[src/design/serial_servo_command_decoder_macros.svh]
// Assertion macros used by the serial servo command decoder top level.
`ifndef SERIAL_SERVO_COMMAND_DECODER_MACROS_SVH
`define SERIAL_SERVO_COMMAND_DECODER_MACROS_SVH

// Same-cycle implication, disabled during reset.
`define SSC_ASSERT_IMP(label, clk, rst_n, ante, cons) \
	label: assert property (@(posedge clk) disable iff (!rst_n) (ante) |-> (cons)) \
		else $error("assertion failed: same-cycle check");

// Next-cycle implication, disabled during reset.
`define SSC_ASSERT_NEXT(label, clk, rst_n, ante, cons) \
	label: assert property (@(posedge clk) disable iff (!rst_n) (ante) |=> (cons)) \
		else $error("assertion failed: next-cycle check");

`endif

[src/design/ssc_pkg.sv]
// Types, constants and decode functions of the serial servo command decoder.
package ssc_pkg;

	localparam logic [7:0] ASCII_CR    = 8'h0D;
	localparam logic [7:0] ASCII_LF    = 8'h0A;
	localparam logic [7:0] ASCII_QUERY = 8'h3F;
	localparam logic [7:0] ASCII_ONE   = 8'h31;
	localparam logic [7:0] ASCII_FOUR  = 8'h34;
	localparam logic [7:0] ASCII_ZERO  = 8'h30;
	localparam logic [7:0] ASCII_COLON = 8'h3A;
	localparam logic [7:0] ASCII_SPACE = 8'h20;
	localparam logic [7:0] ASCII_FOUR_D  = 8'h34;
	localparam logic [7:0] ASCII_SEVEN = 8'h37;

	localparam logic KIND_TX     = 1'b0;
	localparam logic KIND_UPDATE = 1'b1;

	// pulse width codes
	localparam logic [1:0] PW_LOW  = 2'd0;
	localparam logic [1:0] PW_MID  = 2'd1;
	localparam logic [1:0] PW_HIGH = 2'd2;

	localparam logic [10:0] PULSE_LOW  = 11'd1100;
	localparam logic [10:0] PULSE_MID  = 11'd1400;
	localparam logic [10:0] PULSE_HIGH = 11'd1700;

	localparam int         NUM_MOVES  = 12;
	localparam logic [3:0] QUERY_LAST = 4'd8;

	localparam logic [7:0] MOVE_LETTERS [NUM_MOVES] = '{
		8'h71, 8'h61, 8'h7A,  // q a z
		8'h77, 8'h73, 8'h78,  // w s x
		8'h65, 8'h64, 8'h63,  // e d c
		8'h72, 8'h66, 8'h76   // r f v
	};

	// one decoded line command
	typedef struct packed {
		logic       is_query;
		logic [1:0] servo;
		logic [1:0] code;
	} cmd_t;

	typedef struct packed {
		logic       hit;
		logic [1:0] servo;
		logic [1:0] code;
	} move_t;

	function automatic move_t move_lookup(input logic [7:0] c);
		move_t m;
		m = '0;
		for (int i = 0; i < NUM_MOVES; i++) begin
			if (c == MOVE_LETTERS[i]) begin
				m.hit   = 1'b1;
				m.servo = 2'(i / 3);
				m.code  = 2'(i % 3);
			end
		end
		return m;
	endfunction

	function automatic logic [10:0] pulse_of(input logic [1:0] code);
		logic [10:0] p;
		case (code)
			PW_LOW:  p = PULSE_LOW;
			PW_MID:  p = PULSE_MID;
			default: p = PULSE_HIGH;
		endcase
		return p;
	endfunction

	// byte n of "N: PPPP\r\n"; widths are 1100, 1400 or 1700
	function automatic logic [7:0] query_byte(input logic [1:0] idx,
			input logic [1:0] code, input logic [3:0] n);
		logic [7:0] b;
		case (n)
			4'd0: b = ASCII_ONE + {6'd0, idx};
			4'd1: b = ASCII_COLON;
			4'd2: b = ASCII_SPACE;
			4'd3: b = ASCII_ONE;
			4'd4: begin
				case (code)
					PW_LOW:  b = ASCII_ONE;
					PW_MID:  b = ASCII_FOUR_D;
					default: b = ASCII_SEVEN;
				endcase
			end
			4'd5: b = ASCII_ZERO;
			4'd6: b = ASCII_ZERO;
			4'd7: b = ASCII_CR;
			default: b = ASCII_LF;
		endcase
		return b;
	endfunction

endpackage

[src/design/ssc_stream_if.sv]
// Valid/ready channel interfaces for received bytes and for results.
interface ssc_rx_if;
	logic       valid;
	logic       ready;
	logic [7:0] rx_byte;

	modport source (output valid, output rx_byte, input ready);
	modport sink (input valid, input rx_byte, output ready);
endinterface

interface ssc_res_if;
	logic        valid;
	logic        ready;
	logic        kind;
	logic [7:0]  tx_byte;
	logic [1:0]  servo_number;
	logic [10:0] pulse_us;
	logic        last;

	modport source (output valid, output kind, output tx_byte, output servo_number,
		output pulse_us, output last, input ready);
	modport sink (input valid, input kind, input tx_byte, input servo_number,
		input pulse_us, input last, output ready);
endinterface

[src/design/ssc_front.sv]
// Line gatherer: holds the first two characters and classifies the line at CR/LF.
module ssc_front (
	input  logic          clk,
	input  logic          arst_n,
	ssc_rx_if.sink        rx,
	input  logic          full,
	output logic          push,
	output ssc_pkg::cmd_t cmd
);

	logic [1:0] held_q;
	logic [7:0] first_q;
	logic [7:0] second_q;

	logic          accept;
	logic          eol;
	logic [7:0]    c1;
	logic [7:0]    digit_off;
	logic          query_ok;
	ssc_pkg::move_t mv;

	assign rx.ready = !full;
	assign accept   = rx.valid && rx.ready;
	assign eol      = (rx.rx_byte == ssc_pkg::ASCII_CR) || (rx.rx_byte == ssc_pkg::ASCII_LF);

	always_comb begin
		c1        = (held_q >= 2'd2) ? second_q : 8'd0;
		digit_off = c1 - ssc_pkg::ASCII_ONE;
		query_ok  = (first_q == ssc_pkg::ASCII_QUERY) &&
			(c1 >= ssc_pkg::ASCII_ONE) && (c1 <= ssc_pkg::ASCII_FOUR);
		mv        = ssc_pkg::move_lookup(first_q);
		cmd       = '0;
		if (first_q == ssc_pkg::ASCII_QUERY) begin
			cmd.is_query = 1'b1;
			cmd.servo    = digit_off[1:0];
		end else begin
			cmd.servo = mv.servo;
			cmd.code  = mv.code;
		end
		push = accept && eol && (held_q != 2'd0) && (query_ok || mv.hit);
	end

	always_ff @(posedge clk or negedge arst_n) begin
		if (!arst_n) begin
			held_q   <= 2'd0;
			first_q  <= 8'd0;
			second_q <= 8'd0;
		end else if (accept) begin
			if (eol) begin
				held_q   <= 2'd0;
				first_q  <= 8'd0;
				second_q <= 8'd0;
			end else if (held_q == 2'd0) begin
				first_q <= rx.rx_byte;
				held_q  <= 2'd1;
			end else if (held_q == 2'd1) begin
				second_q <= rx.rx_byte;
				held_q   <= 2'd2;
			end
		end
	end

endmodule

[src/design/ssc_cmd_fifo.sv]
// Short command queue between the line gatherer and the result sequencer.
module ssc_cmd_fifo #(
	parameter int DEPTH = 4
) (
	input  logic          clk,
	input  logic          arst_n,
	input  logic          push,
	input  ssc_pkg::cmd_t push_data,
	output logic          full,
	input  logic          pop,
	output ssc_pkg::cmd_t pop_data,
	output logic          empty
);

	localparam int PTR_W = (DEPTH > 1) ? $clog2(DEPTH) : 1;
	localparam int CNT_W = $clog2(DEPTH + 1);

	ssc_pkg::cmd_t mem_q [DEPTH];
	logic [PTR_W-1:0] wr_ptr_q;
	logic [PTR_W-1:0] rd_ptr_q;
	logic [CNT_W-1:0] count_q;

	logic do_push;
	logic do_pop;

	assign full     = (count_q == CNT_W'(DEPTH));
	assign empty    = (count_q == '0);
	assign do_push  = push && !full;
	assign do_pop   = pop && !empty;
	assign pop_data = mem_q[rd_ptr_q];

	always_ff @(posedge clk) begin
		if (do_push)
			mem_q[wr_ptr_q] <= push_data;
	end

	always_ff @(posedge clk or negedge arst_n) begin
		if (!arst_n) begin
			wr_ptr_q <= '0;
			rd_ptr_q <= '0;
			count_q  <= '0;
		end else begin
			if (do_push)
				wr_ptr_q <= (wr_ptr_q == PTR_W'(DEPTH - 1)) ? '0 : wr_ptr_q + 1'b1;
			if (do_pop)
				rd_ptr_q <= (rd_ptr_q == PTR_W'(DEPTH - 1)) ? '0 : rd_ptr_q + 1'b1;
			if (do_push && !do_pop)
				count_q <= count_q + 1'b1;
			else if (do_pop && !do_push)
				count_q <= count_q - 1'b1;
		end
	end

endmodule

[src/design/ssc_back.sv]
// Result sequencer: holds servo widths, emits updates and query text beats.
module ssc_back (
	input  logic          clk,
	input  logic          arst_n,
	input  logic          empty,
	input  ssc_pkg::cmd_t cmd,
	output logic          pop,
	ssc_res_if.source     res
);

	logic [1:0] pos_q [4];   // width code per servo
	logic       busy_q;      // query text in progress
	logic [1:0] idx_q;
	logic [3:0] beat_q;

	logic        valid_q;
	logic        kind_q;
	logic [7:0]  tx_q;
	logic [1:0]  servo_q;
	logic [10:0] pulse_q;
	logic        last_q;

	logic can_load;

	assign can_load = !valid_q || res.ready;
	assign pop      = can_load && !busy_q && !empty;

	assign res.valid        = valid_q;
	assign res.kind         = kind_q;
	assign res.tx_byte      = tx_q;
	assign res.servo_number = servo_q;
	assign res.pulse_us     = pulse_q;
	assign res.last         = last_q;

	always_ff @(posedge clk or negedge arst_n) begin
		if (!arst_n) begin
			valid_q <= 1'b0;
			busy_q  <= 1'b0;
			beat_q  <= 4'd0;
			for (int i = 0; i < 4; i++)
				pos_q[i] <= ssc_pkg::PW_HIGH;
		end else if (can_load) begin
			if (busy_q) begin
				valid_q <= 1'b1;
				beat_q  <= beat_q + 4'd1;
				if (beat_q == ssc_pkg::QUERY_LAST)
					busy_q <= 1'b0;
			end else if (!empty) begin
				valid_q <= 1'b1;
				if (cmd.is_query) begin
					busy_q <= 1'b1;
					beat_q <= 4'd1;
				end else begin
					pos_q[cmd.servo] <= cmd.code;
				end
			end else begin
				valid_q <= 1'b0;
			end
		end
	end

	always_ff @(posedge clk) begin
		if (can_load) begin
			if (busy_q) begin
				kind_q  <= ssc_pkg::KIND_TX;
				tx_q    <= ssc_pkg::query_byte(idx_q, pos_q[idx_q], beat_q);
				servo_q <= 2'd0;
				pulse_q <= 11'd0;
				last_q  <= (beat_q == ssc_pkg::QUERY_LAST);
			end else if (!empty) begin
				idx_q <= cmd.servo;
				if (cmd.is_query) begin
					kind_q  <= ssc_pkg::KIND_TX;
					tx_q    <= ssc_pkg::query_byte(cmd.servo, pos_q[cmd.servo], 4'd0);
					servo_q <= 2'd0;
					pulse_q <= 11'd0;
					last_q  <= 1'b0;
				end else begin
					kind_q  <= ssc_pkg::KIND_UPDATE;
					tx_q    <= 8'd0;
					servo_q <= cmd.servo;
					pulse_q <= ssc_pkg::pulse_of(cmd.code);
					last_q  <= 1'b1;
				end
			end
		end
	end

endmodule

[src/design/serial_servo_command_decoder.sv]
// Top level of the serial servo command decoder.
//
// rx carries one received character per beat; res carries result beats.
// A line ends at CR or LF. "?1".."?4" yields nine text beats "N: PPPP\r\n"
// (kind 0, last on the LF); a move letter yields one update beat (kind 1,
// servo_number and pulse_us set, last high). Other lines yield nothing.
// Throughput: rx takes one byte per cycle while the command queue has room;
// res delivers one beat per cycle while res.ready is high, and the
// sequencer's beat counter steps a query through its nine text beats.
// A taken CR/LF beat writes its command into the queue; the sequencer then
// pops it into the result register, which drives res.valid.
// When res stalls, the result register holds, the sequencer waits, queued
// commands pile up in the CMD_DEPTH-entry queue, and rx.ready drops only
// when the queue is full. Characters inside a line never need the queue.
// Reset clears the line buffer and queue, drops res.valid, and sets every
// servo to 1700 us; no clearing pass is needed.
`include "serial_servo_command_decoder_macros.svh"

module serial_servo_command_decoder #(
	parameter int CMD_DEPTH = 4
) (
	input  logic      clk,
	input  logic      arst_n,
	ssc_rx_if.sink    rx,
	ssc_res_if.source res
);

	logic          push;
	logic          pop;
	logic          full;
	logic          empty;
	ssc_pkg::cmd_t push_cmd;
	ssc_pkg::cmd_t pop_cmd;

	// front: line gathering and classification
	ssc_front u_front (
		.clk    (clk),
		.arst_n (arst_n),
		.rx     (rx),
		.full   (full),
		.push   (push),
		.cmd    (push_cmd)
	);

	// decoupling queue
	ssc_cmd_fifo #(
		.DEPTH (CMD_DEPTH)
	) u_fifo (
		.clk       (clk),
		.arst_n    (arst_n),
		.push      (push),
		.push_data (push_cmd),
		.full      (full),
		.pop       (pop),
		.pop_data  (pop_cmd),
		.empty     (empty)
	);

	// back: servo state and result beats
	ssc_back u_back (
		.clk    (clk),
		.arst_n (arst_n),
		.empty  (empty),
		.cmd    (pop_cmd),
		.pop    (pop),
		.res    (res)
	);

	// an update beat always closes its command
	`SSC_ASSERT_IMP(a_update_last, clk, arst_n, res.valid && res.kind, res.last)
	// the closing text beat is always the LF
	`SSC_ASSERT_IMP(a_text_last_lf, clk, arst_n,
		res.valid && !res.kind && res.last, res.tx_byte == ssc_pkg::ASCII_LF)
	// only the three legal widths are ever reported
	`SSC_ASSERT_IMP(a_pulse_legal, clk, arst_n, res.valid && res.kind,
		res.pulse_us == ssc_pkg::PULSE_LOW || res.pulse_us == ssc_pkg::PULSE_MID ||
		res.pulse_us == ssc_pkg::PULSE_HIGH)
	// a taken non-last text beat is followed by more of the same query
	`SSC_ASSERT_NEXT(a_text_continues, clk, arst_n,
		res.valid && res.ready && !res.kind && !res.last, res.valid && !res.kind)

endmodule
[src/flat_wrapper.sv]
// flat-port wrapper written by rule: the top's interface ports become plain ports
module serial_servo_command_decoder_flat 
#(
	parameter int CMD_DEPTH = 4
)
  (clk, arst_n, rx_valid, rx_rx_byte, rx_ready, res_valid, res_kind, res_tx_byte, res_servo_number, res_pulse_us, res_last, res_ready);
  ssc_rx_if rx_i ();
  ssc_res_if res_i ();
  input  logic clk;
  input  logic arst_n;
  input wire logic [$bits(rx_i.valid)-1:0] rx_valid;
  input wire logic [$bits(rx_i.rx_byte)-1:0] rx_rx_byte;
  output wire logic [$bits(rx_i.ready)-1:0] rx_ready;
  output wire logic [$bits(res_i.valid)-1:0] res_valid;
  output wire logic [$bits(res_i.kind)-1:0] res_kind;
  output wire logic [$bits(res_i.tx_byte)-1:0] res_tx_byte;
  output wire logic [$bits(res_i.servo_number)-1:0] res_servo_number;
  output wire logic [$bits(res_i.pulse_us)-1:0] res_pulse_us;
  output wire logic [$bits(res_i.last)-1:0] res_last;
  input wire logic [$bits(res_i.ready)-1:0] res_ready;
  assign rx_i.valid = rx_valid;
  assign rx_i.rx_byte = rx_rx_byte;
  assign rx_ready = rx_i.ready;
  assign res_valid = res_i.valid;
  assign res_kind = res_i.kind;
  assign res_tx_byte = res_i.tx_byte;
  assign res_servo_number = res_i.servo_number;
  assign res_pulse_us = res_i.pulse_us;
  assign res_last = res_i.last;
  assign res_i.ready = res_ready;
  serial_servo_command_decoder #(.CMD_DEPTH(CMD_DEPTH)) u_core (.clk(clk), .arst_n(arst_n), .rx(rx_i), .res(res_i));
endmodule
[config.mk]
export PLATFORM = sky130hd
export DESIGN_NAME = serial_servo_command_decoder_flat
export DESIGN_NICKNAME = d
export VERILOG_FILES = /design/src/design/ssc_pkg.sv /design/src/design/ssc_stream_if.sv /design/src/design/ssc_front.sv /design/src/design/ssc_cmd_fifo.sv /design/src/design/ssc_back.sv /design/src/design/serial_servo_command_decoder.sv /design/src/flat_wrapper.sv
export VERILOG_INCLUDE_DIRS = /design/src /design/src/design
export SDC_FILE = /design/constraint.sdc
export NUM_CORES = 1
export LEC_CHECK = 0
export BUFFER_PORTS_ARGS = -buffer_cell sky130_fd_sc_hd__buf_2
export CORE_AREA = 2 2 69 98
export CTS_CLUSTER_DIAMETER = 120
export DETAILED_ROUTE_END_ITERATION = 10
export DIE_AREA = 0 0 71 100
export PLACE_DENSITY = 0.81
export SETUP_SLACK_MARGIN = 0.02
export SKIP_LAST_GASP = 1
export SLEW_MARGIN = 20
export SYNTH_ARGS = -nofsm -noshare
export SYNTH_HDL_FRONTEND = slang
export SYNTH_SLANG_ARGS = --single-unit
[constraint.sdc]
create_clock -name clk -period 4.56 [get_ports clk]
set_input_delay 0.912 -clock clk [delete_from_list [all_inputs] [get_ports clk]]
set_output_delay 0.912 -clock clk [all_outputs]
set_load 0.05 [all_outputs]
======== Word level (Yosys, flattened, before mapping) ========
Memory sizes are Yosys's and may differ from the RTL's.
Cells that the tools add are included.
cells by class
  add/subtract/negate cells ............... 8
  $lt $le $gt $ge ......................... 6
  equal/unequal tests ..................... 31
  muxes and demuxes ....................... 58
  bitwise operators ....................... 5
  reductions and logical operators ........ 41
operators by type and width
  operator                                                                              number
  8-bit by 7-bit == test with 1-bit output (second input constant)                      12
  8-bit 2-to-1 mux                                                                      8
  5-bit 2-to-1 mux                                                                      12
  7-bit case mux with 7 select lines                                                    1
  2-bit 2-to-1 mux                                                                      12
  11-bit 2-to-1 mux                                                                     2
  10-bit case mux with 2 select lines                                                   1
  4-bit by 3-bit == test with 1-bit output (second input constant)                      4
  8-bit by 4-bit == test with 1-bit output (second input constant)                      2
  6-bit by 2-bit adder with 7-bit output (first input constant)                         2
  1-bit logical AND                                                                     13
  1-bit 2-to-1 mux                                                                      12
  4-bit 2-to-1 mux                                                                      3
  2-bit nonzero test                                                                    5
  3-bit AND reduction                                                                   3
  8-bit bitwise mux                                                                     1
  4-bit by 2-bit == test with 1-bit output (second input constant)                      2
  8-bit by 6-bit == test with 1-bit output (second input constant)                      1
  8-bit by 6-bit greater-or-equal comparator with 1-bit output (second input constant)  1
  8-bit by 6-bit <= comparator with 1-bit output (second input constant)                1
  7-bit 2-to-1 mux                                                                      1
  2-bit by 1-bit == test with 1-bit output (second input constant)                      3
  3-bit greater-or-equal comparator (second input constant)                             2
  1-bit zero test                                                                       6
  other kinds (27)                                                                      39
storage, ports and cells
  flip-flop bits (word level) ............. 64
  RAM bits ................................ 20
  bits of input ports ..................... 12
  output and inout port bits .............. 25
  word-level logic and storage cells ...... 169
  memories ................................ 1
memory list
  memory               words  width  rd ports  clocked after memory_dff  wr ports  line                source
  u_core.u_fifo.mem_q  4      5      1         0                         1         ssc_cmd_fifo.sv:18  ssc_pkg::cmd_t mem_q [DEPTH];

======== Longest topological paths before layout ========
Gate-level depths: netlist of the first run.
  word-level depth ........................ 20
  mapped depth ............................ 12

======== Cells and area by module ========
A second synthesis of the first run with hierarchy kept.
unflattened totals
  cells, all modules ...................... 318
  area total of the unflattened synthesis .. 4021.4 um^2
by module, submodules not included
  module        instances  cells an instance  area an instance (um^2)  seq. area each (um^2)
  ssc_back      1          148                1714.1                   865.8
  ssc_cmd_fifo  1          63                 1188.6                   775.7
  ssc_front     1          107                1118.6                   450.4

======== Worst setup path before layout of the first run ========
No wires, ideal clock.
  path type ............................... input to register
  start ................................... in rx_rx_byte[5]
  end ..................................... reg u_core.u_fifo.count_q[2]
  arrival time ............................ 2.892 ns
  required time ........................... 4.481 ns
  path slack .............................. 1.589 ns
  cell stages on the path ................. 10
  buffers on the path ..................... 0
  cell sequence ........................... nor4_1 > o211a_1 > nand3b_1 > a31oi_4 > ha_1 > inv_1 > fa_1 > xor2_1 > nor2_1 > xor2_1
on the way
  cells in the longest elaborated chain, start to end .. 9
RTL lines
  element                                   line                source
  from (decl)                               flat_wrapper.sv:12  input wire logic [$bits(rx_i.rx_byte)-1:0] rx_rx_byte;
  8-bit by 4-bit == test with 1-bit output  ssc_front.sv:24     assign eol = (rx.rx_byte == ssc_pkg::ASCII_CR) || (rx.rx_byte == ssc_pkg::ASCII_LF);
  1-bit logical OR *                        ssc_front.sv:24
  1-bit logical AND * (3 in a row)          ssc_front.sv:40     push = accept && eol && (held_q != 2'd0) && (query_ok || mv.hit);
  1-bit logical AND *                       ssc_cmd_fifo.sv:28  assign do_push = push && !full;
  net u_core.u_fifo.do_push                 ssc_cmd_fifo.sv:23  logic do_push;
  1-bit zero test                           ssc_cmd_fifo.sv:49  else if (do_pop && !do_push)
  1-bit logical AND                         ssc_cmd_fifo.sv:49
  2-bit nonzero test (no line)              -
  to (signal assigned)                      ssc_cmd_fifo.sv:48  count_q <= count_q + 1'b1;
  to (signal assigned)                      ssc_cmd_fifo.sv:50  count_q <= count_q - 1'b1;
  to (decl)                                 ssc_cmd_fifo.sv:21  logic [CNT_W-1:0] count_q;
The timed path passes the listed nets; every way through them passes the cells marked *.
A chain may end at the register's enable or synchronous reset.

======== Final worst setup path of the first run ========
Same ends and word-level chain as after synthesis.

==> metrics, run 1 <==
status complete, no violations; fin crit share between 60% and 70%; Setup Skew around 0.011 ns; port buffer count 32; CTS tree done; CTS resizes 0; Slowest-stage cell, CP fa_1; DIE HEIGHT approximately 100 um; routed len/inst ~16 um; Final #Nets 369; CP startpoint kind input port; first-pass GRT wire length 11200 um; Max Fclk 332 MHz; Post-synth EDFFs 37; crit path max fanout 7; Setup WS pre-CTS between 1 and 1.5 ns; placed cell area 0.00397 mm^2; max cap viols 0; Remaining DRCs 0; Max Root-Sink Buffers 2; DRT iter0 DRCs roughly 130; hold_buf cts 0; critical path arrival ~3.3 ns; Slew HR 41.9%; Layout area overhead 8.45%; Final GP Congestion 0.825; Pwr per Cell Area a little under 600 mW/mm^2; share of cells above drive strength 1 24.8%; Final Worst Setup Slack between 1.5 and 2 ns; CP Cell Sequence buf_2 > nor4_1 > o211a_1 > nand3b_1 > a31oi_4 > ha_1 > inv_1 > fa_1 > xor2_1 > nor2_1 > xor2_1; Total GRT Usage between 20% and 30%; leakage roughly 1.8 nW; setup TNS 0 ns; ant diodes 0; placed insts 401; Cell Area, Synth ~0.0038 mm^2; most numerous cell in the Yosys netlist edfxtp_1; routed wire length just under 7000 um; Synth Register Bits 76; leading area contributor after synthesis edfxtp_1; synth top area cells edfxtp_1, dfrtp_1, ha_1, mux2_2, mux4_2; Yosys top cell area share between 20 and 30%; clock root buffer clkbuf_8; final core utilization 65.2%; PnR Total Power between 2 and 2.5 mW; initial antenna violation count 0; clk slew on worst S/H paths about 0.080 ns; ys async rst share 51.3%; vias in the first global route approximately 2400; number of distinct library cells after synthesis between 50 and 60; I/O Pins 37; postcts setup bufs 0; most used routing layer met2; CP endpoint kind flip-flop; Max VDD drop between 0.3 and 0.4 mV; RSZ-0062 raised after global routing false; TritonCTS Buffers 9; Synth Instances between 300 and 400; Setup-failing EPs final 0; core area roughly 0.0063 mm^2; largest net degree at the start of global routing 40; Hold Fails Final Rpt 0; Slowest Stage Delay on Critical Path 0.43 ns; grt met1 use between 20% and 30%; met2 usage 41.3%; via-per-instance ratio just under 6; Seq/Total Area, Yosys 54.8%; synth cell count leaders edfxtp_1, dfrtp_1, nand2_1; WS Path Type in2reg; Rows 35; ANT nets after route 0; initial core utilization 60.1%; insertion delay to the later sink of the worst-skew pair around 0.34 ns; design area roughly 0.0041 mm^2; HPWL after DPL ~5000 um; Max H-tree Level 3; fin cells about 420; Most used DFF post-synth edfxtp_1; Worst-Margin Slew a little under 0.9 ns; CP required between 4 and 5 ns; Clock Sinks 76; Tmin final about 3 ns; most used cell, CP xor2_1; DR pass1 iterations 7; Die ar. between 0.007 and 0.008 mm^2; fin. max-slew vios 0; synthesized area per cell 12.3 um^2; YS warnings 0; die span in x about 71 um; worst hold slack slightly above 0.5 ns; via count around 2400; total gr overflow 0; GR Util met3 4.32%; HP Class reg2reg
## critical path: cells and delay by family
| family | cells | cell delay [ns] |
|---|---|---|
| AND/OR/NAND/NOR | 3 | 0.60 |
| XOR/XNOR | 2 | 0.33 |
| AO/OA/AOI/OAI | 2 | 0.61 |
| buffers and inverters | 2 | 0.18 |
| adder cells (fa/ha/maj) | 2 | 0.65 |
## where the power goes
group	switching [mW]	leakage [nW]	internal [mW]	total, mW
sequential	0.215	0.850	0.935	1.15
clock	0.249	0.0763	0.197	0.445
combinational	0.510	0.847	0.364	0.874
## worst paths after layout
check                                           startpoint                    endpoint  slack [ns]  depth (start not counted)
max in group asynchronous                           arst_n      u_core.u_back.pos_q[4]        3.33                          1
worst max register to register   u_core.u_front.first_q[4]    u_core.u_fifo.count_q[2]        1.59                         10
worst min-delay path            u_core.u_front.second_q[1]  u_core.u_front.second_q[1]        0.51                          1
worst min register to register  u_core.u_front.second_q[1]  u_core.u_front.second_q[1]        0.51                          1
min in group asynchronous                           arst_n    u_core.u_fifo.count_q[2]        0.68                          1
worst max-delay path                         rx_rx_byte[5]    u_core.u_fifo.count_q[2]        1.55                         11
## kinds of logic (layout without fill, tap and decap cells)
family,Yosys count,count (layout),synth area share (%)
other cells,1,4,0.0982
buf+inv,34,63,4.39
fa+ha+maj,19,19,6.42
mux,28,28,10.1
xor+xnor,3,3,0.688
flops,76,76,54.8
simple gates,99,99,13.8
compound gates,51,51,9.70
## metal layers
layer | wire length (um) | part of all wire (%) | vias to the layer above
li1 | - | - | 1164
met1 | 2520 | 37 | 1212
met3 | 226 | 3.3 | 2
met4 | 27 | 0.39 | 0
met5 | 0 | 0 | -
met2 | 4070 | 59 | 60
## state kept, by name, indices dropped and copies added, names as in the netlist, 2 cells and up
| register | count |
|---|---|
| u_core.u_back.beat_q | 4 |
| u_core.u_back.idx_q | 2 |
| u_core.u_back.pos_q | 8 |
| u_core.u_back.res.pulse_us | 5 |
| u_core.u_back.res.servo_number | 2 |
| u_core.u_back.res.tx_byte | 6 |
| u_core.u_fifo.count_q | 3 |
| u_core.u_fifo.mem_q | 20 |
| u_core.u_fifo.rd_ptr_q | 2 |
| u_core.u_fifo.wr_ptr_q | 2 |
| u_core.u_front.first_q | 8 |
| u_core.u_front.held_q | 2 |
| u_core.u_front.second_q | 8 |
## cell type report
cell class | instances | area [um^2]
flip-flops and latches | 76 | 2090
inverters | 15 | 56.3
repair buffers | 32 | 160
fillers | 465 | 2210
clock buffers | 10 | 128
well taps | 74 | 92.6
multi-input cells | 204 | 1570
clock inverters | 6 | 40.0
## cells in the final DEF (no fill, tap or decap), types with 3 or more instances in the layout
master	netlist	layout
mux2i_1	3	3
dfstp_2	4	4
nor3b_1	4	4
ha_1	18	18
clkbuf_8	0	9
or3_1	3	3
a21oi_1	11	11
nand2b_1	7	7
nor3_1	13	13
nor2b_1	7	7
o21ai_0	9	9
inv_1	15	15
edfxtp_1	37	37
nor4_1	3	3
conb_1	1	4
dfrtp_1	35	35
a22o_1	11	11
nand3_1	3	3
nand2_1	24	24
nor2_1	16	15
o21a_1	3	3
buf_2	2	32
mux2_2	17	17
mux4_2	6	6
clkinvlp_4	0	3
and2_1	6	6
No activity file was read; power rests on OpenSTA's default activity.
==> inputs of run 2 (changes only) <==
Settings changed: CORE_AREA 2 2 69 98 to 2 2 71 101, DIE_AREA 0 0 71 100 to 0 0 73 103, PLACE_DENSITY 0.81 to 0.77.
Clock period 4.56 ns to 3.05 ns, I/O delays scaled along.
==> metrics, run 2 (synthesized netlist as in run 1, its figures left out) <==
status complete, no violations; total gr overflow 0 (unchanged); die span in x 73 um (+2.8%); port buffer count 32 (unchanged); fin crit share between 90% and 100%; leakage 1.82 nW (+2.6%); Die ar. 0.00752 mm^2 (+5.9%); crit path from u_core.u_front.first_q[4]; Seq pwr share 43.9% (-2.7 points); setup TNS 0 ns (unchanged); Final #Nets 375 (+1.6%); routed wire length 6780 um (-0.95%); routed len/inst 15.9 um (-2.8%); critical path arrival 3.08 ns (-0.20 ns); first-pass GRT wire length 11300 um (+0.80%); DR pass1 iterations 5 (-2); Clock Sinks 76 (unchanged); commonest non-fill, non-tap cell in the layout edfxtp_1; insertion delay to the later sink of the worst-skew pair 0.35 ns (about the same); HPWL after DPL 5140 um (+3.3%); placed insts 409 (+2.0%); CP required 3.32 ns (-1.51 ns); fillers 499 (+7.3%); worst r2r src u_core.u_front.first_q[4]; Layout area overhead 10.3%; clock root buffer clkbuf_8; RSZ-0062 raised after global routing false; Final GP Congestion 0.813 (-1.5%); TritonCTS Buffers 9 (unchanged); most used cell, CP xor2_1; Comb pwr share 36.6% (+1.2 points); sw power 1.44 mW (+48%); Max H-tree Level 3 (unchanged); footprint of the multi-input gates 0.00157 mm^2 (unchanged); Setup Skew 0.00689 ns (-0.00440 ns); Setup-failing EPs final 0 (unchanged); ANT nets after route 0 (unchanged); CP Cell Sequence nand2_2 > or4b_4 > a211o_1 > a31oi_4 > ha_1 > inv_1 > fa_1 > xor2_1 > nor2_1 > xor2_1; most frequent cells in the layout edfxtp_1, dfrtp_1, buf_2; Largest Register u_core.u_fifo.mem_q; initial antenna violation count 0 (unchanged); DIE HEIGHT 103 um (+3.0%); Rows 36 (+2.9%); Worst-Margin Slew 0.876 ns (+0.00467 ns); Switching Share 38.1% (-1.3 points); WS Path Type reg2reg; vias in the first global route 2472 (+4.3%); share of cells above drive strength 1 26.1% (+1.3 points); HP Class in2async; worst hold slack 0.379 ns (-0.135 ns); Tmin final approximately 2.8 ns; Total GRT Usage 20.0% (-0.61 points); Slew HR 41.6% (-0.31 points); Max VDD drop 0.404 mV (+18%); Clock Power Share 19.5% (+1.5 points); crit path max fanout 11 (+4); Remaining DRCs 0 (unchanged); fin. max-slew vios 0 (unchanged); DRT iter0 DRCs 106 (-20%); ant diodes 0 (unchanged); Max Root-Sink Buffers 2 (unchanged); Hold Fails Final Rpt 0 (unchanged); largest net degree at the start of global routing 40 (unchanged); Register Area 0.00209 mm^2 (unchanged); initial core utilization 56.9% (-3.2 points); Int Pwr 2.34 mW (+57%); CP startpoint kind flip-flop; postcts setup bufs 0 (unchanged); core area 0.00671 mm^2 (+5.7%); Max Fclk ~360 MHz; Slowest-stage cell, CP or4b_4; CP endpoint kind flip-flop; CTS resizes 0 (unchanged); fin cells 425 (+1.9%); max cap viols 0 (unchanged); Pwr per Cell Area 899 mW/mm^2 (+51%); clk slew on worst S/H paths 0.07 ns (about the same); via-per-instance ratio 5.78 (-1.2%); Slowest Stage Delay on Critical Path 0.54 ns (+0.11 ns); Largest register FFs 20 (unchanged); I/O Pins 37 (unchanged); via count 2456 (+0.74%); CTS tree done; hold_buf cts 0 (unchanged); PnR Total Power 3.79 mW (+53%)
## run 2: cell count changes in the layout (fill, tap and decap cells not counted), sizes merged
cell	previous run	this run
clkinvlp	3	2
buf	32	38
bufinv	0	1
clkinv	2	3
clkbuf	10	9
## run 2: final cells by class
cell class,instances,area share [%]
multi-input combinational,204,37.3
timing repair buffer,38,4.87
clock inverter,7,1.57
tap,76,2.26
sequential,76,49.7
clock buffer,9,2.94
inverter,15,1.34
## run 2: worst paths after layout
check / slack, ns / endpoint / cells after the start
min in group clk: 0.50 / u_core.u_front.held_q[0] / 1
worst min-delay path: 0.38 / u_core.u_front.held_q[1] / 1
max in group asynchronous: 2.12 / u_core.u_back.pos_q[6] / 1
worst max-delay path: 0.24 / u_core.u_fifo.count_q[2] / 10
worst min register to register: 0.50 / u_core.u_front.held_q[0] / 1
worst max register to register: 0.24 / u_core.u_fifo.count_q[2] / 10
## run 2: layer usage
metal / vias up / share of wire (%) / GRT usage, %
met5: - / 0 / 0
met4: 0 / 2.7 / 11.1
met3: 18 / 2.4 / 2.44
met2: 48 / 58 / 38.9
met1: 1210 / 36 / 20.0
li1: 1180 / - / -
## run 2: critical path, delay by kind of cell (launching register included)
family / cells / cell delay (ns)
and+or+nand+nor: 3 / 0.77
buffers and inverters: 1 / 0.07
DFF: 1 / 0.51
adders and majority gates: 2 / 0.63
AOI/OAI and AO/OA: 2 / 0.44
xor gates and xnor gates: 2 / 0.31
## run 2: power groups by stage
stage	Sequential [mW]	Clock, mW	Combinational [mW]
2_1_floorplan	1.75	0	0.996
3_3_place_gp	1.67	0	1.34
3_5_place_dp	1.68	0	1.38
4_1_cts	1.66	0.750	1.39
5_1_grt	1.71	0.791	1.54
6_report	1.66	0.736	1.39
## run 2: stage by stage
step / setup slack, ns / util (%) / area (um^2)
after floorplan: 0.336 / - / 3830
after global placement: 0.273 / 59.9 / 4020
after detailed placement: 0.158 / 59.9 / 4020
after CTS: 0.217 / 62.7 / 4210
after global routing: 0.0945 / 62.8 / 4210
final: 0.244 / 62.8 / 4210
==> inputs of run 3 (changes only) <==
Settings changed: CORE_AREA 2 2 71 101 to 2 2 77 109, DIE_AREA 0 0 73 103 to 0 0 79 111, PLACE_DENSITY 0.77 to 0.67.
==> metrics, run 3 (synthesized netlist as in run 1, its figures left out) <==
Remaining DRCs 0 (unchanged); share of cells above drive strength 1 26.4% (+0.29 points); setup TNS 0 ns (unchanged); Largest register FFs 20 (unchanged); CTS tree done; most frequent cells in the layout edfxtp_1, dfrtp_1, buf_2; initial core utilization 48.3% (-8.6 points); Max H-tree Level 3 (unchanged); CP Cell Sequence nand2_2 > or4b_4 > a211o_1 > a31oi_4 > ha_1 > inv_1 > fa_1 > xor2_1 > nor2_1 > xor2_1; HP Class in2async; critical path arrival 3.00 ns (-0.08 ns); WS Path Type reg2reg; commonest non-fill, non-tap cell in the layout edfxtp_1; die span in x 79 um (+8.2%); status complete, no violations; Final GP Congestion 0.891 (+9.6%); leakage 1.87 nW (+2.7%); CTS resizes 0 (unchanged); TritonCTS Buffers 9 (unchanged); Tmin final 2.74 ns (-0.0672 ns); first-pass GRT wire length 12000 um (+5.8%); CP startpoint kind flip-flop; GR Util met3 4.15% (+1.7 points); worst r2r src u_core.u_front.first_q[1]; Layout area overhead 14.0%; Rows 39 (+8.3%); total gr overflow 0 (unchanged); DR pass1 iterations 4 (-1); Final #Nets 375 (unchanged); hold_buf cts 0 (unchanged); CP required 3.31 ns (about the same); Largest Register u_core.u_fifo.mem_q; Max VDD drop 0.479 mV (+19%); Total GRT Usage 18.0% (-2.1 points); Setup Skew 0.00689 ns (-0.00000228 ns); port buffer count 32 (unchanged); Slowest Stage Delay on Critical Path 0.55 ns (about the same); most used cell, CP xor2_1; final core utilization 55.1% (-7.7 points); grt met1 use 17.4% (-2.6 points); Worst-Margin Slew 0.887 ns (+0.0106 ns); ANT nets after route 0 (unchanged); core area 0.00791 mm^2 (+18%); Reg2Reg Depth 10 (unchanged); fin. max-slew vios 0 (unchanged); vias in the first global route 2513 (+1.7%); initial antenna violation count 0 (unchanged); clock root buffer clkbuf_16; ant diodes 0 (unchanged); Pwr per Cell Area 945 mW/mm^2 (+5.1%); CP endpoint kind flip-flop; clk slew on worst S/H paths 0.06 ns (about the same); Die ar. 0.00877 mm^2 (+17%); Slew HR 40.9% (-0.71 points); I/O Pins 37 (unchanged); max cap viols 0 (unchanged); postcts setup bufs 0 (unchanged); most used routing layer met2; via-per-instance ratio 5.39 (-6.6%); Setup-failing EPs final 0 (unchanged); crit path from u_core.u_front.first_q[1]; met2 usage 34.0% (-5.0 points); Slowest-stage cell, CP or4b_4; Hold Fails Final Rpt 0 (unchanged); routed wire length 7010 um (+3.5%); largest net degree at the start of global routing 40 (unchanged); via count 2433 (-0.94%); crit path max fanout 8 (-3); fillers 685 (+37%); HPWL after DPL 5230 um (+1.7%); insertion delay to the later sink of the worst-skew pair 0.34 ns (about the same); Clock Sinks 76 (unchanged); Max Fclk 365 MHz (+2.5%); DIE HEIGHT 111 um (+7.8%); routed len/inst 15.5 um (-2.5%); Max Root-Sink Buffers 2 (unchanged); fin crit share 89.8% (-2.2 points); RSZ-0062 raised after global routing false; DRT iter0 DRCs 102 (-3.8%)
-- run 3: cell types whose count changed in the layout (fill, tap and decap cells not counted) --
cell,previous run,this run
inv_6,1,2
clkinv_1,2,0
clkbuf_8,9,0
clkbuf_1,0,1
clkinv_4,0,1
clkbuf_16,0,9
clkinv_2,1,0
-- run 3: final timing paths --
| path | to | slack, ns |
|---|---|---|
| max | u_core.u_fifo.count_q[2] | 0.31 |
| min | u_core.u_front.held_q[0] | 0.40 |
| max reg2reg | u_core.u_fifo.count_q[2] | 0.31 |
| min reg2reg | u_core.u_front.held_q[0] | 0.50 |
| max in group asynchronous | u_core.u_front.first_q[1] | 2.09 |
| min in group clk | u_core.u_front.held_q[0] | 0.50 |
-- run 3: worst max-delay path: cells and delay by family, from the launching register on --
kind                       cells  cell delay, ns
AOI/OAI and AO/OA              2            0.43
xor gates and xnor gates       2            0.31
adders and majority gates      2            0.64
buffers and inverters          1            0.07
DFF                            1            0.46
and+or+nand+nor                3            0.76
-- run 3: layer usage --
metal | vias up | wire length, um | part of all wire [%]
li1 | 1185 | - | -
met5 | - | 0 | 0
met1 | 1182 | 2480 | 35
met4 | 0 | 168 | 2.4
met2 | 54 | 4120 | 59
met3 | 12 | 245 | 3.5
-- run 3: cell type report --
type / count / area, um^2 / area share, %
Multi-Input combinational cell: 204 / 1570 / 36.1
Timing Repair Buffer: 38 / 205 / 4.71
Inverter: 15 / 56.3 / 1.29
Tap cell: 102 / 128 / 2.93
Clock inverter: 6 / 71.3 / 1.64
Clock buffer: 10 / 229 / 5.26
Sequential cell: 76 / 2090 / 48.0
-- run 3: through the flow --
step	cells	total power [mW]	area [um^2]	hold slack (ns)	setup WS (ns)
3_5_place_dp	435	3.07	4050	0.488	0.187
2_1_floorplan	314	2.74	3830	0.314	0.336
5_1_grt	451	4.39	4350	0.474	0.175
6_report	451	4.11	4350	0.397	0.311
3_3_place_gp	435	3.03	4050	0.485	0.248
4_1_cts	451	4.15	4350	0.421	0.294
-- run 3: where the power goes --
part | switching, mW | total, mW | internal [mW] | leakage [nW]
Sequential | 0.250 | 1.65 | 1.40 | 0.850
Combinational | 0.828 | 1.40 | 0.574 | 0.878
Clock | 0.422 | 1.06 | 0.640 | 0.140
